===== src/design/hsv_to_rgb_converter_macros.svh =====
// assertion macros for the hsv to rgb converter
// depends on a clock named clock and an active high reset named reset in the caller
`ifndef HSV_TO_RGB_CONVERTER_MACROS_SVH
`define HSV_TO_RGB_CONVERTER_MACROS_SVH
`ifndef ASSERT_OFF
`define HSV_ASSERT(label, prop) \
   label: assert property (@(posedge clock) disable iff (reset) prop) \
      else $error("hsv_to_rgb_converter assertion failed");
`define HSV_ASSERT_ALWAYS(label, prop) \
   label: assert property (@(posedge clock) prop) \
      else $error("hsv_to_rgb_converter assertion failed");
`else
`define HSV_ASSERT(label, prop)
`define HSV_ASSERT_ALWAYS(label, prop)
`endif
`endif


===== src/design/hsv2rgb_pkg.sv =====
// shared widths, constants and types for the hsv to rgb converter
// no dependencies
`timescale 1ns / 1ps
package hsv2rgb_pkg;

   localparam int CHANNEL_BITS   = 8;
   localparam int HUE_W          = 14;
   localparam int HUE_U_W        = HUE_W - 1;
   localparam int FRAC_W         = 9;
   localparam int FRAC_ONE_SHIFT = 8;
   localparam int COLOR_W        = 24;

   localparam int SECTOR_STEPS = 960;
   localparam int FULL_TURN    = 5760;
   localparam int NUM_SECTORS  = FULL_TURN / SECTOR_STEPS;
   // 960 = 1024 - 64
   localparam int MUL_HI_SHIFT = 10;
   localparam int MUL_LO_SHIFT = 6;

   localparam int POS_W = 10;
   localparam int CV_W  = 2 * FRAC_W;
   localparam int CVF_W = CV_W + POS_W;
   localparam int X_W   = 30;
   localparam int XPOS_W = 27;

   // scale 65536 * 960 = 2^22 * 15
   localparam int PRE_SHIFT = 22;
   localparam int DIV_ODD   = 15;
   localparam int PROD_W    = XPOS_W + CHANNEL_BITS;
   localparam int T_W       = PROD_W - PRE_SHIFT;
   localparam int CHAN_MAX  = (1 << CHANNEL_BITS) - 1;
   localparam int SAT_LIMIT = DIV_ODD * (CHAN_MAX + 1);
   localparam int TC_W      = CHANNEL_BITS + 4;
   localparam int DIV_SHIFT = TC_W + 4;
   localparam int DIV_MULT  = ((1 << DIV_SHIFT) + DIV_ODD - 1) / DIV_ODD;
   localparam int DIV_MULT_W = DIV_SHIFT - 3;
   localparam int DIVP_W    = TC_W + DIV_MULT_W;

   typedef enum logic [2:0] {
      SEC_RY = 3'd0,
      SEC_YG = 3'd1,
      SEC_GC = 3'd2,
      SEC_CB = 3'd3,
      SEC_BM = 3'd4,
      SEC_MR = 3'd5
   } sector_type;

   typedef logic signed [X_W-1:0] chan_x_type;
   typedef logic [CHANNEL_BITS-1:0] chan_q_type;

   typedef struct packed {
      logic             grey;
      sector_type       sector;
      logic [CVF_W-1:0] cvf;
      chan_x_type       min_x;
      chan_x_type       top_x;
   } sect_type;

   typedef struct packed {
      chan_x_type red;
      chan_x_type green;
      chan_x_type blue;
   } rgb_x_type;

   typedef struct packed {
      chan_q_type red;
      chan_q_type green;
      chan_q_type blue;
   } rgb_q_type;

endpackage


===== src/design/hsv2rgb_sector.sv =====
// front end: hue sector decode, chroma product and sector-position product
// depends on hsv2rgb_pkg
`timescale 1ns / 1ps
module hsv2rgb_sector import hsv2rgb_pkg::*; (
   input  logic                    clock,
   input  logic                    reset,
   input  logic                    in_valid,
   input  logic signed [HUE_W-1:0] hue,
   input  logic [FRAC_W-1:0]       saturation,
   input  logic [FRAC_W-1:0]       brightness,
   output logic                    out_valid,
   output sect_type                out_sect
);

   logic              s1_valid_ff, s1_valid_in;
   logic              s1_grey_ff, s1_grey_in;
   sector_type        s1_sector_ff, s1_sector_in;
   logic [POS_W-1:0]  s1_pos_ff, s1_pos_in;
   logic [CV_W-1:0]   s1_cv_ff, s1_cv_in;
   logic [FRAC_W-1:0] s1_brt_ff;

   logic     s2_valid_ff;
   sect_type s2_ff, s2_in;

   // stage 1
   always_comb begin
      logic [HUE_U_W-1:0] hue_u;
      logic [2:0]         cnt;
      hue_u = hue[HUE_U_W-1:0];
      cnt   = '0;
      for (int k = 1; k < NUM_SECTORS; k++) begin
         cnt = cnt + 3'(hue_u >= HUE_U_W'(k * SECTOR_STEPS));
      end
      s1_valid_in  = in_valid;
      s1_grey_in   = $unsigned(hue) >= HUE_W'(FULL_TURN);
      s1_sector_in = sector_type'(cnt);
      s1_pos_in    = POS_W'(hue_u - HUE_U_W'(int'(cnt) * SECTOR_STEPS));
      s1_cv_in     = CV_W'(saturation) * CV_W'(brightness);
   end

   always_ff @(posedge clock) begin
      if (reset) begin
         s1_valid_ff <= 1'b0;
      end else begin
         s1_valid_ff <= s1_valid_in;
      end
      s1_grey_ff   <= s1_grey_in;
      s1_sector_ff <= s1_sector_in;
      s1_pos_ff    <= s1_pos_in;
      s1_cv_ff     <= s1_cv_in;
      s1_brt_ff    <= brightness;
   end

   // stage 2
   always_comb begin
      logic [POS_W-1:0] f;
      chan_x_type       v256;
      chan_x_type       m;
      f = s1_sector_ff[0] ? POS_W'(SECTOR_STEPS) - s1_pos_ff : s1_pos_ff;
      v256 = X_W'({s1_brt_ff, {FRAC_ONE_SHIFT{1'b0}}});
      m    = v256 - X_W'(s1_cv_ff);
      s2_in.grey   = s1_grey_ff;
      s2_in.sector = s1_sector_ff;
      s2_in.cvf    = CVF_W'(s1_cv_ff) * CVF_W'(f);
      s2_in.min_x  = (m <<< MUL_HI_SHIFT) - (m <<< MUL_LO_SHIFT);
      s2_in.top_x  = (v256 <<< MUL_HI_SHIFT) - (v256 <<< MUL_LO_SHIFT);
   end

   always_ff @(posedge clock) begin
      if (reset) begin
         s2_valid_ff <= 1'b0;
      end else begin
         s2_valid_ff <= s1_valid_ff;
      end
      s2_ff <= s2_in;
   end

   assign out_valid = s2_valid_ff;
   assign out_sect  = s2_ff;

endmodule


===== src/design/hsv2rgb_mix.sv =====
// channel ordering by sector, minimum added, grey for hue out of range
// depends on hsv2rgb_pkg
`timescale 1ns / 1ps
module hsv2rgb_mix import hsv2rgb_pkg::*; (
   input  logic      clock,
   input  logic      reset,
   input  logic      in_valid,
   input  sect_type  in_sect,
   output logic      out_valid,
   output rgb_x_type out_rgb
);

   logic      valid_ff;
   rgb_x_type rgb_ff, rgb_in;

   always_comb begin
      chan_x_type mid;
      chan_x_type lo;
      chan_x_type hi;
      mid = in_sect.min_x + X_W'(in_sect.cvf);
      lo  = in_sect.min_x;
      hi  = in_sect.top_x;
      if (in_sect.grey) begin
         rgb_in = '{red: lo, green: lo, blue: lo};
      end else begin
         unique case (in_sect.sector)
            SEC_RY: rgb_in = '{red: hi,  green: mid, blue: lo};
            SEC_YG: rgb_in = '{red: mid, green: hi,  blue: lo};
            SEC_GC: rgb_in = '{red: lo,  green: hi,  blue: mid};
            SEC_CB: rgb_in = '{red: lo,  green: mid, blue: hi};
            SEC_BM: rgb_in = '{red: mid, green: lo,  blue: hi};
            SEC_MR: rgb_in = '{red: hi,  green: lo,  blue: mid};
            default: rgb_in = '{red: lo, green: lo, blue: lo};
         endcase
      end
   end

   always_ff @(posedge clock) begin
      if (reset) begin
         valid_ff <= 1'b0;
      end else begin
         valid_ff <= in_valid;
      end
      rgb_ff <= rgb_in;
   end

   assign out_valid = valid_ff;
   assign out_rgb   = rgb_ff;

endmodule


===== src/design/hsv2rgb_quant.sv =====
// per-channel scaling to integer levels: multiply by full scale, divide by 2^22 * 15, saturate
// depends on hsv2rgb_pkg
`timescale 1ns / 1ps
module hsv2rgb_quant import hsv2rgb_pkg::*; (
   input  logic      clock,
   input  logic      reset,
   input  logic      in_valid,
   input  rgb_x_type in_rgb,
   output logic      out_valid,
   output rgb_q_type out_rgb
);

   localparam logic [CHANNEL_BITS-1:0] CHAN_MAX_V = '1;

   chan_x_type        x_lane [3];
   logic              q1_valid_ff;
   logic [PROD_W-1:0] q1_prod_ff [3];
   logic [PROD_W-1:0] q1_prod_in [3];
   logic              q2_valid_ff;
   logic              q2_sat_ff [3];
   logic              q2_sat_in [3];
   logic [DIVP_W-1:0] q2_prod_ff [3];
   logic [DIVP_W-1:0] q2_prod_in [3];
   chan_q_type        q_lane [3];

   assign x_lane[0] = in_rgb.red;
   assign x_lane[1] = in_rgb.green;
   assign x_lane[2] = in_rgb.blue;

   // negative or zero maps to zero
   always_comb begin
      for (int l = 0; l < 3; l++) begin
         if (x_lane[l][X_W-1] || x_lane[l] == '0) begin
            q1_prod_in[l] = '0;
         end else begin
            q1_prod_in[l] = PROD_W'(x_lane[l][XPOS_W-1:0]) * PROD_W'(CHAN_MAX_V);
         end
      end
   end

   always_comb begin
      logic [T_W-1:0]  t;
      logic [TC_W-1:0] tc;
      for (int l = 0; l < 3; l++) begin
         t  = q1_prod_ff[l][PRE_SHIFT +: T_W];
         q2_sat_in[l] = 32'(t) >= SAT_LIMIT;
         tc = q2_sat_in[l] ? '0 : TC_W'(t);
         q2_prod_in[l] = DIVP_W'(tc) * DIVP_W'(DIV_MULT);
      end
   end

   always_ff @(posedge clock) begin
      if (reset) begin
         q1_valid_ff <= 1'b0;
         q2_valid_ff <= 1'b0;
      end else begin
         q1_valid_ff <= in_valid;
         q2_valid_ff <= q1_valid_ff;
      end
      for (int l = 0; l < 3; l++) begin
         q1_prod_ff[l] <= q1_prod_in[l];
         q2_sat_ff[l]  <= q2_sat_in[l];
         q2_prod_ff[l] <= q2_prod_in[l];
      end
   end

   always_comb begin
      for (int l = 0; l < 3; l++) begin
         q_lane[l] = q2_sat_ff[l] ? CHAN_MAX_V : q2_prod_ff[l][DIV_SHIFT +: CHANNEL_BITS];
      end
   end

   assign out_valid = q2_valid_ff;
   assign out_rgb   = '{red: q_lane[0], green: q_lane[1], blue: q_lane[2]};

endmodule


===== src/design/hsv_to_rgb_converter.sv =====
// hsv to rgb converter top level, six register stages, no stall
// an accepted beat passes the sector, mix, quant and output registers in that order before it shows on rsp_valid
// throughput: one beat per cycle, busy is low except while reset is high
// reset: synchronous active high, clears the valid bits of every stage
// depends on hsv2rgb_pkg, hsv2rgb_sector, hsv2rgb_mix, hsv2rgb_quant
`timescale 1ns / 1ps
`include "hsv_to_rgb_converter_macros.svh"
module hsv_to_rgb_converter import hsv2rgb_pkg::*; (
   input  logic                    clock,
   input  logic                    reset,
   input  logic                    start,
   output logic                    busy,
   input  logic signed [HUE_W-1:0] req_hue,
   input  logic [FRAC_W-1:0]       req_saturation,
   input  logic [FRAC_W-1:0]       req_brightness,
   output logic                    rsp_valid,
   output logic [COLOR_W-1:0]      rsp_packed_color
);

   logic      accept;
   logic      sect_valid;
   sect_type  sect;
   logic      mix_valid;
   rgb_x_type mix_rgb;
   logic      quant_valid;
   rgb_q_type quant_rgb;

   logic       rsp_valid_ff;
   chan_q_type red_ff, green_ff, blue_ff;
   logic [3*CHANNEL_BITS+COLOR_W-1:0] pack_wide;

   assign busy   = reset;
   assign accept = start && !busy;

   hsv2rgb_sector u_sector (
      .clock      (clock),
      .reset      (reset),
      .in_valid   (accept),
      .hue        (req_hue),
      .saturation (req_saturation),
      .brightness (req_brightness),
      .out_valid  (sect_valid),
      .out_sect   (sect)
   );

   hsv2rgb_mix u_mix (
      .clock     (clock),
      .reset     (reset),
      .in_valid  (sect_valid),
      .in_sect   (sect),
      .out_valid (mix_valid),
      .out_rgb   (mix_rgb)
   );

   hsv2rgb_quant u_quant (
      .clock     (clock),
      .reset     (reset),
      .in_valid  (mix_valid),
      .in_rgb    (mix_rgb),
      .out_valid (quant_valid),
      .out_rgb   (quant_rgb)
   );

   always_ff @(posedge clock) begin
      if (reset) begin
         rsp_valid_ff <= 1'b0;
      end else begin
         rsp_valid_ff <= quant_valid;
      end
      red_ff   <= quant_rgb.red;
      green_ff <= quant_rgb.green;
      blue_ff  <= quant_rgb.blue;
   end

   assign pack_wide        = {{COLOR_W{1'b0}}, red_ff, green_ff, blue_ff};
   assign rsp_packed_color = pack_wide[COLOR_W-1:0];
   assign rsp_valid        = rsp_valid_ff;

   `HSV_ASSERT(a_beat_delivered, accept |-> ##6 rsp_valid)
   `HSV_ASSERT(a_no_spurious_beat, rsp_valid |-> $past(accept, 6))
   `HSV_ASSERT(a_zero_sat_grey, rsp_valid && $past(req_saturation == '0, 6) |-> red_ff == green_ff && green_ff == blue_ff)

endmodule

===== config.mk =====
export PLATFORM = sky130hd
export DESIGN_NAME = hsv_to_rgb_converter
export DESIGN_NICKNAME = d
export VERILOG_FILES = /design/src/design/hsv2rgb_pkg.sv /design/src/design/hsv2rgb_sector.sv /design/src/design/hsv2rgb_mix.sv /design/src/design/hsv2rgb_quant.sv /design/src/design/hsv_to_rgb_converter.sv
export VERILOG_INCLUDE_DIRS = /design/src /design/src/design
export SDC_FILE = /design/constraint.sdc
export NUM_CORES = 2
export LEC_CHECK = 0
export ABC_AREA = 1
export ABC_CLOCK_PERIOD_IN_PS = 7460
export BUFFER_PORTS_ARGS = -buffer_cell sky130_fd_sc_hd__buf_2
export CAP_MARGIN = 30
export CELL_PAD_IN_SITES_DETAIL_PLACEMENT = 1
export CELL_PAD_IN_SITES_GLOBAL_PLACEMENT = 1
export CORE_AREA = 2 2 298 300
export CTS_CLUSTER_SIZE = 30
export DETAILED_ROUTE_END_ITERATION = 6
export DIE_AREA = 0 0 300 302
export PLACE_DENSITY = 0.81
export SYNTH_ARGS = -nofsm -noshare
export SYNTH_HDL_FRONTEND = slang
export SYNTH_SLANG_ARGS = --single-unit

===== constraint.sdc =====
create_clock -name clock -period 7.46 [get_ports clock]
set_input_delay 0.373 -clock clock [delete_from_list [all_inputs] [get_ports clock]]
set_output_delay 0.373 -clock clock [all_outputs]
set_load 0.01 [all_outputs]

**Yosys cells after proc, flatten, opt, wreduce, memory -nomap -nowiden**

Memories as Yosys holds them, arrays and structs flattened. A register that Yosys moved wholly into a read port is not among the register bits.
Cells that the tools add are included.

- Bits of input ports: 35
- Logic and storage cells: 73
- Bits in latches: 0
- Memory bits (writable): 180
- Memory bits (read-only): 0
- Memories kept: 3
- Flip-flop bits (word level): 227

- Reductions and logical operators: 9
- Bitwise operators: 0
- Multipliers: 9
- $add $sub $neg: 10
- Equality and inequality tests: 5
- Mux-type cells: 9
- $lt $le $gt $ge: 9
- Divide/modulo/power cells: 0
- Shift operators: 0

Memories:

| memory | words | bits a word | read ports | clocked after Yosys merged registers in | write ports | line | source |
|---|---|---|---|---|---|---|---|
| u_quant.q1_prod_ff | 3 | 35 | 3 | 0 | 3 | hsv2rgb_quant.sv:17 | `logic [PROD_W-1:0] q1_prod_ff [3];` |
| u_quant.q2_prod_ff | 3 | 24 | 3 | 3 | 3 | hsv2rgb_quant.sv:22 | `logic [DIVP_W-1:0] q2_prod_ff [3];` |
| u_quant.q2_sat_ff | 3 | 1 | 3 | 0 | 3 | hsv2rgb_quant.sv:20 | `logic q2_sat_ff [3];` |

Operators by type and width:

| operator | count |
|---|---|
| 90-bit case mux with 6 select lines | 1 |
| 27-bit by 9-bit multiplier with 35-bit output, second input constant | 3 |
| 35-bit two-way mux | 3 |
| 30-bit logical NOT | 3 |
| 90-bit two-way mux | 1 |
| 12-bit by 12-bit multiplier with 24-bit output, second input constant | 3 |
| 13-bit by 12-bit >= comparator with 1-bit output, second input constant | 5 |
| 12-bit two-way mux | 3 |
| 30-bit by 28-bit adder with 30-bit output | 1 |
| 30-bit subtractor | 1 |
| 18-bit by 10-bit multiplier with 28-bit output | 1 |
| 27-bit by 23-bit subtractor with 28-bit output | 1 |
| 17-bit by 18-bit subtractor with 19-bit output | 1 |
| 9-bit by 9-bit multiplier with 18-bit output | 1 |
| 14-bit by 13-bit >= comparator with 1-bit output, second input constant | 1 |
| 13-bit by 10-bit >= comparator with 1-bit output, second input constant | 1 |
| 13-bit by 11-bit >= comparator with 1-bit output, second input constant | 1 |
| 13-bit >= comparator, second input constant | 1 |
| 10-bit two-way mux | 1 |
| 10-bit subtractor | 1 |
| 10-bit subtractor, first input constant | 1 |
| 3-bit by 1-bit adder with 3-bit output | 3 |
| 3-bit by 2-bit == test with 1-bit output, second input constant | 2 |
| 3-bit == test, second input constant | 2 |
| 7 further kinds | 9 |

**Longest topological paths before layout**

- Depth in word-level cells: 7
- Depth in mapped cells: 31

**Modules after synthesis**

From an unflattened synthesis, not the netlist that was laid out.

- Cells, all modules: 5955
- Area, all modules: 45039.4 µm²

By module, submodules not included:

| module | area an instance (µm²) | seq. area each (µm²) | times used | cells each |
|---|---|---|---|---|
| hsv2rgb_quant | 24354.6 | 1361.3 | 1 | 3134 |
| hsv2rgb_sector | 14231.1 | 2262.2 | 1 | 1875 |
| hsv2rgb_mix | 5930.7 | 1821.7 | 1 | 916 |
| hsv_to_rgb_converter | 523.0 | 500.5 | 1 | 30 |

**Worst setup path before layout**

OpenSTA, ideal clock, no wires.

- Path kind: register to register
- Start: register u_sector.s1_pos_ff[0]
- End: register u_sector.s2_ff, in the netlist u_sector.out_sect[80]
- Period minus slack after synthesis: 5405 ps
- Path slack: 2055 ps
- Arrival: 5288 ps
- Path buffers: 2
- Cell stages (with the launch flop): 29
- Setup time: 117 ps
- Data required time: 7343 ps
- Cells stage by stage: dfxtp_1 > buf_6 > inv_6 > ha_1 > nand3_1 > inv_1 > o21ai_0 > nand2_1 > inv_1 > clkbuf_1 > nor2_1 > fa_1 > inv_1 > fa_1 > inv_1 > fa_1 > fa_1 > inv_1 > fa_1 > inv_1 > ha_1 > nand2_1 > nor2_1 > nand2_1 > o21ai_0 > and2_1 > nor2_1 > nand2_1 > nand2_1

RTL lines:

| element | line | source |
|---|---|---|
| start: declaration | hsv2rgb_sector.sv:18 | `logic [POS_W-1:0] s1_pos_ff, s1_pos_in;` |
| start signal: assignment | hsv2rgb_sector.sv:49 | `s1_pos_ff <= s1_pos_in;` |
| end signal: assignment | hsv2rgb_sector.sv:75 | `s2_ff <= s2_in;` |
| end: declaration | hsv2rgb_sector.sv:23 | `sect_type s2_ff, s2_in;` |

==> flow_results.xml <==
<?xml version="1.0" encoding="UTF-8"?>
<metrics>
  <group name="cts">
    <metric name="clock_tree_from_tritoncts" unit="">yes</metric>
    <metric name="cts_inserted_buffers" unit="">40</metric>
    <metric name="root_buffer_master" unit="">sky130_fd_sc_hd__clkbuf_16</metric>
    <metric name="ctsHtreeMaxLevel" unit="">2</metric>
    <metric name="cts.sink_count" unit="">297</metric>
    <metric name="postCtsResizedCells" unit="">0</metric>
    <metric name="clock_tree.buffer_depth" unit="">3</metric>
    <metric name="clkSlewWorstSetupHoldPaths" unit="ps">60</metric>
    <metric name="clock_latency" unit="ps">630</metric>
  </group>
  <group name="timing">
    <metric name="fin_crit_sh" unit="%">83.0</metric>
    <metric name="slew_viol_final" unit="">0</metric>
    <metric name="finalCriticalPeriod" unit="ps">6190</metric>
    <metric name="clock.fmax" unit="MHz">161</metric>
    <metric name="finalWorstSetupSlack" unit="ps">1270</metric>
    <metric name="max_slew.worst_pin.slew" unit="ps">915</metric>
    <metric name="worst_clock_skew" unit="ps">39.1</metric>
    <metric name="fin_setup_tns" unit="ps">0</metric>
    <metric name="setup_violations" unit="">0</metric>
    <metric name="rsz0062_at_grt" unit="">no</metric>
    <metric name="report.final.hold_viol_count" unit="">0</metric>
    <metric name="maxSlewHeadroom" unit="%">38.9</metric>
  </group>
  <group name="route">
    <metric name="wl_per_cell" unit="um">18.6</metric>
    <metric name="wirelength" unit="um">128000</metric>
    <metric name="drt_pre_antenna_iters" unit="">7</metric>
    <metric name="drt-initial-drc-count" unit="">1765</metric>
    <metric name="avgViaCountPerCell" unit="">5.28</metric>
    <metric name="post-route-drc-count" unit="">0</metric>
    <metric name="vias_post_dr" unit="">36501</metric>
    <metric name="route.antenna.remaining_nets" unit="">0</metric>
  </group>
  <group name="worst_setup_path">
    <metric name="timing.critical_path.slowest_cell_delay" unit="ps">550</metric>
    <metric name="timing.critical_path.slowest_stage_cell" unit="">sky130_fd_sc_hd__fa_1</metric>
    <metric name="cp.arrival" unit="ps">6690</metric>
    <metric name="type_of_the_setup_path_with_the_least_slack" unit="">flop to flop</metric>
    <metric name="worst_r2r_path_depth" unit="">26</metric>
    <metric name="crit_path_start_kind" unit="">flop</metric>
    <metric name="critical-path-top-cell-by-count" unit="">sky130_fd_sc_hd__inv_1</metric>
    <metric name="endpoint_kind" unit="">flop</metric>
    <metric name="path_max_fanout" unit="">19</metric>
    <metric name="crit_required" unit="ps">7960</metric>
  </group>
  <group name="grt">
    <metric name="groute.usage.overall" unit="%">29.0</metric>
    <metric name="grt_start_max_net_pins" unit="">45</metric>
    <metric name="wire_length_of_the_first_global_routing_pass" unit="um">209000</metric>
    <metric name="number_of_antenna_violations_at_the_first_check_in_global_routing" unit="">3</metric>
    <metric name="overall_overflow_remaining_after_global_route" unit="">0</metric>
    <metric name="vias_in_the_first_global_route" unit="">40398</metric>
  </group>
  <group name="layout">
    <metric name="antenna-diode-count" unit="">0</metric>
    <metric name="drive_gt1_share" unit="%">3.77</metric>
    <metric name="most_frequent_cells_in_the_layout" unit="">sky130_fd_sc_hd__inv_1 (1427), sky130_fd_sc_hd__nand2_1 (1037), sky130_fd_sc_hd__ha_1 (599)</metric>
    <metric name="most_frequent_standard_cell_in_the_layout_excluding_fill_and_tap_cells" unit="">sky130_fd_sc_hd__inv_1</metric>
    <metric name="finalNetCount" unit="">6938</metric>
    <metric name="final_core_util" unit="%">53.2</metric>
    <metric name="area_growth" unit="%">7.00</metric>
    <metric name="filler_cell_count" unit="">11078</metric>
  </group>
  <group name="job">
    <metric name="drv_cap" unit="">0</metric>
  </group>
  <group name="outcome">
    <metric name="outcome" unit="">complete, no violations</metric>
  </group>
  <group name="logic_synthesis">
    <metric name="yosysTopAreaCell" unit="">sky130_fd_sc_hd__fa_1</metric>
    <metric name="synthFlopType" unit="">sky130_fd_sc_hd__dfxtp_1</metric>
    <metric name="ys_seq_area_share" unit="%">13.7</metric>
    <metric name="ys_warn_count" unit="">0</metric>
    <metric name="flops_latches_synth" unit="">297</metric>
    <metric name="synthesis.area_per_instance" unit="um2">7.68</metric>
    <metric name="syn_inst" unit="">5663</metric>
    <metric name="synthDominantCellAreaShare" unit="%">26.8</metric>
    <metric name="synth_area" unit="um2">43500</metric>
    <metric name="synth_enable_flop_cells" unit="">0</metric>
    <metric name="mappedNetlistNets" unit="">6880</metric>
    <metric name="synthDistinctLibCells" unit="">54</metric>
    <metric name="async_reset_ff_share" unit="%">0</metric>
    <metric name="synthTopCellsByArea" unit="">sky130_fd_sc_hd__fa_1 (27%), sky130_fd_sc_hd__ha_1 (17%), sky130_fd_sc_hd__dfxtp_1 (14%)</metric>
  </group>
  <group name="die">
    <metric name="die_w" unit="um">300</metric>
    <metric name="core" unit="um2">87600</metric>
    <metric name="start_util" unit="%">49.7</metric>
    <metric name="die_height" unit="um">302</metric>
    <metric name="die_area" unit="um2">90600</metric>
    <metric name="rows" unit="">109</metric>
    <metric name="io-pin-count" unit="">61</metric>
  </group>
  <group name="placement">
    <metric name="numPortBuffers" unit="">60</metric>
    <metric name="detailedPlace.worstSlack" unit="ps">1310</metric>
    <metric name="post-dp-hpwl" unit="um">110000</metric>
    <metric name="gp_routability_congestion" unit="">0.948</metric>
  </group>
  <group name="worst_hold_path">
    <metric name="hold_path_depth" unit="">1</metric>
    <metric name="hp-class" unit="">input port to flop</metric>
  </group>
</metrics>
-- registers in the layout, indices dropped and copies added (netlist names), 9 cells and up --
name,flops
u_quant.q2_prod_ff,24
u_sector.s1_brt_ff,9
u_sector.s1_cv_ff,18
u_sector.s1_pos_ff,10
u_sector.out_sect,70
u_mix.out_rgb,90
u_quant.q1_prod_ff,39
-- path summary, 6_finish.rpt --
| path | start | to | slack (ps) |
|---|---|---|---|
| setup reg to reg | u_sector.s1_pos_ff[0] | u_sector.out_sect[80] | 1270 |
| setup / recovery | u_sector.s1_pos_ff[0] | u_sector.out_sect[80] | 1270 |
| hold reg to reg | u_sector.s1_sector_ff[2] | u_sector.out_sect[90] | 320 |
| hold / removal | req_brightness[5] | u_sector.s1_brt_ff[5] | 40 |
-- cells in the mapped netlist (17+ instances only) --
cell and n:
sky130_fd_sc_hd__nand3_1 211, sky130_fd_sc_hd__or2_2 32, sky130_fd_sc_hd__fa_1 583, sky130_fd_sc_hd__nand4_1 45
sky130_fd_sc_hd__nor2_1 485, sky130_fd_sc_hd__ha_1 599, sky130_fd_sc_hd__inv_1 1427, sky130_fd_sc_hd__nand2_1 1037
sky130_fd_sc_hd__xor2_1 75, sky130_fd_sc_hd__o22ai_1 25, sky130_fd_sc_hd__xnor2_1 41, sky130_fd_sc_hd__o21a_1 17
sky130_fd_sc_hd__clkbuf_1 37, sky130_fd_sc_hd__o21bai_1 41, sky130_fd_sc_hd__nor3_1 60, sky130_fd_sc_hd__o21ai_0 139
sky130_fd_sc_hd__a32oi_1 21, sky130_fd_sc_hd__a21o_1 25, sky130_fd_sc_hd__dfxtp_1 297, sky130_fd_sc_hd__buf_2 21
sky130_fd_sc_hd__nor2_2 17, sky130_fd_sc_hd__a21oi_1 292
-- critical path: cells and delay by family (launching register included) --
kind / cells / cell delay, ps
fa+ha+maj: 7 / 3080
buf+inv: 8 / 1060
flops: 1 / 310
compound gates: 6 / 1020
simple gates: 5 / 590
-- timing repair --
item	CTS	global route
buffers inserted	0	0
hold buffers	16	0
endpoints found under the setup margin	0	0
endpoints found under the hold margin	19	0
-- metrics by stage --
step / instance area [um2] / cells / hold slack (ps)
2_1_floorplan: 43500 / 5663 / 310
3_3_place_gp: 45000 / 6827 / 313
3_5_place_dp: 45000 / 6828 / 314
4_1_cts: 46500 / 6916 / 5.52
5_1_grt: 46500 / 6916 / 39.8
6_report: 46500 / 6916 / 41.5
-- cells by family after synthesis --
kind of cell             synth area share, %
AO/OA/AOI/OAI                           8.25
XOR/XNOR                                2.34
adder cells (fa/ha/maj)                 44.1
buffers and inverters                   13.2
flip-flops                              13.7
AND/OR/NAND/NOR                         18.5
-- cell type report --
type                       count  area, um2  area share, %
clock buffer                  49       1110           2.38
inverter                    1442       5420           11.6
tap                         1165       1460           3.13
multi-input combinational   3857      31800           68.3
timing repair buffer          83        513           1.10
sequential                   297       5950           12.8
clock inverter                23        294          0.632
-- per-layer routing --
layer  share of wire, %  global-route usage (%)  vias to the layer above
met5              0.010                       0                        -
met4                4.4                    12.1                        2
met3                3.4                    2.61                      244
met2                 49                    51.6                      677
met1                 43                    36.0                    18171
li1                   -                       -                    17407
Power is not shown: default switching activity piles up to over one toggle a cycle in this logic, so the estimate is an artifact.
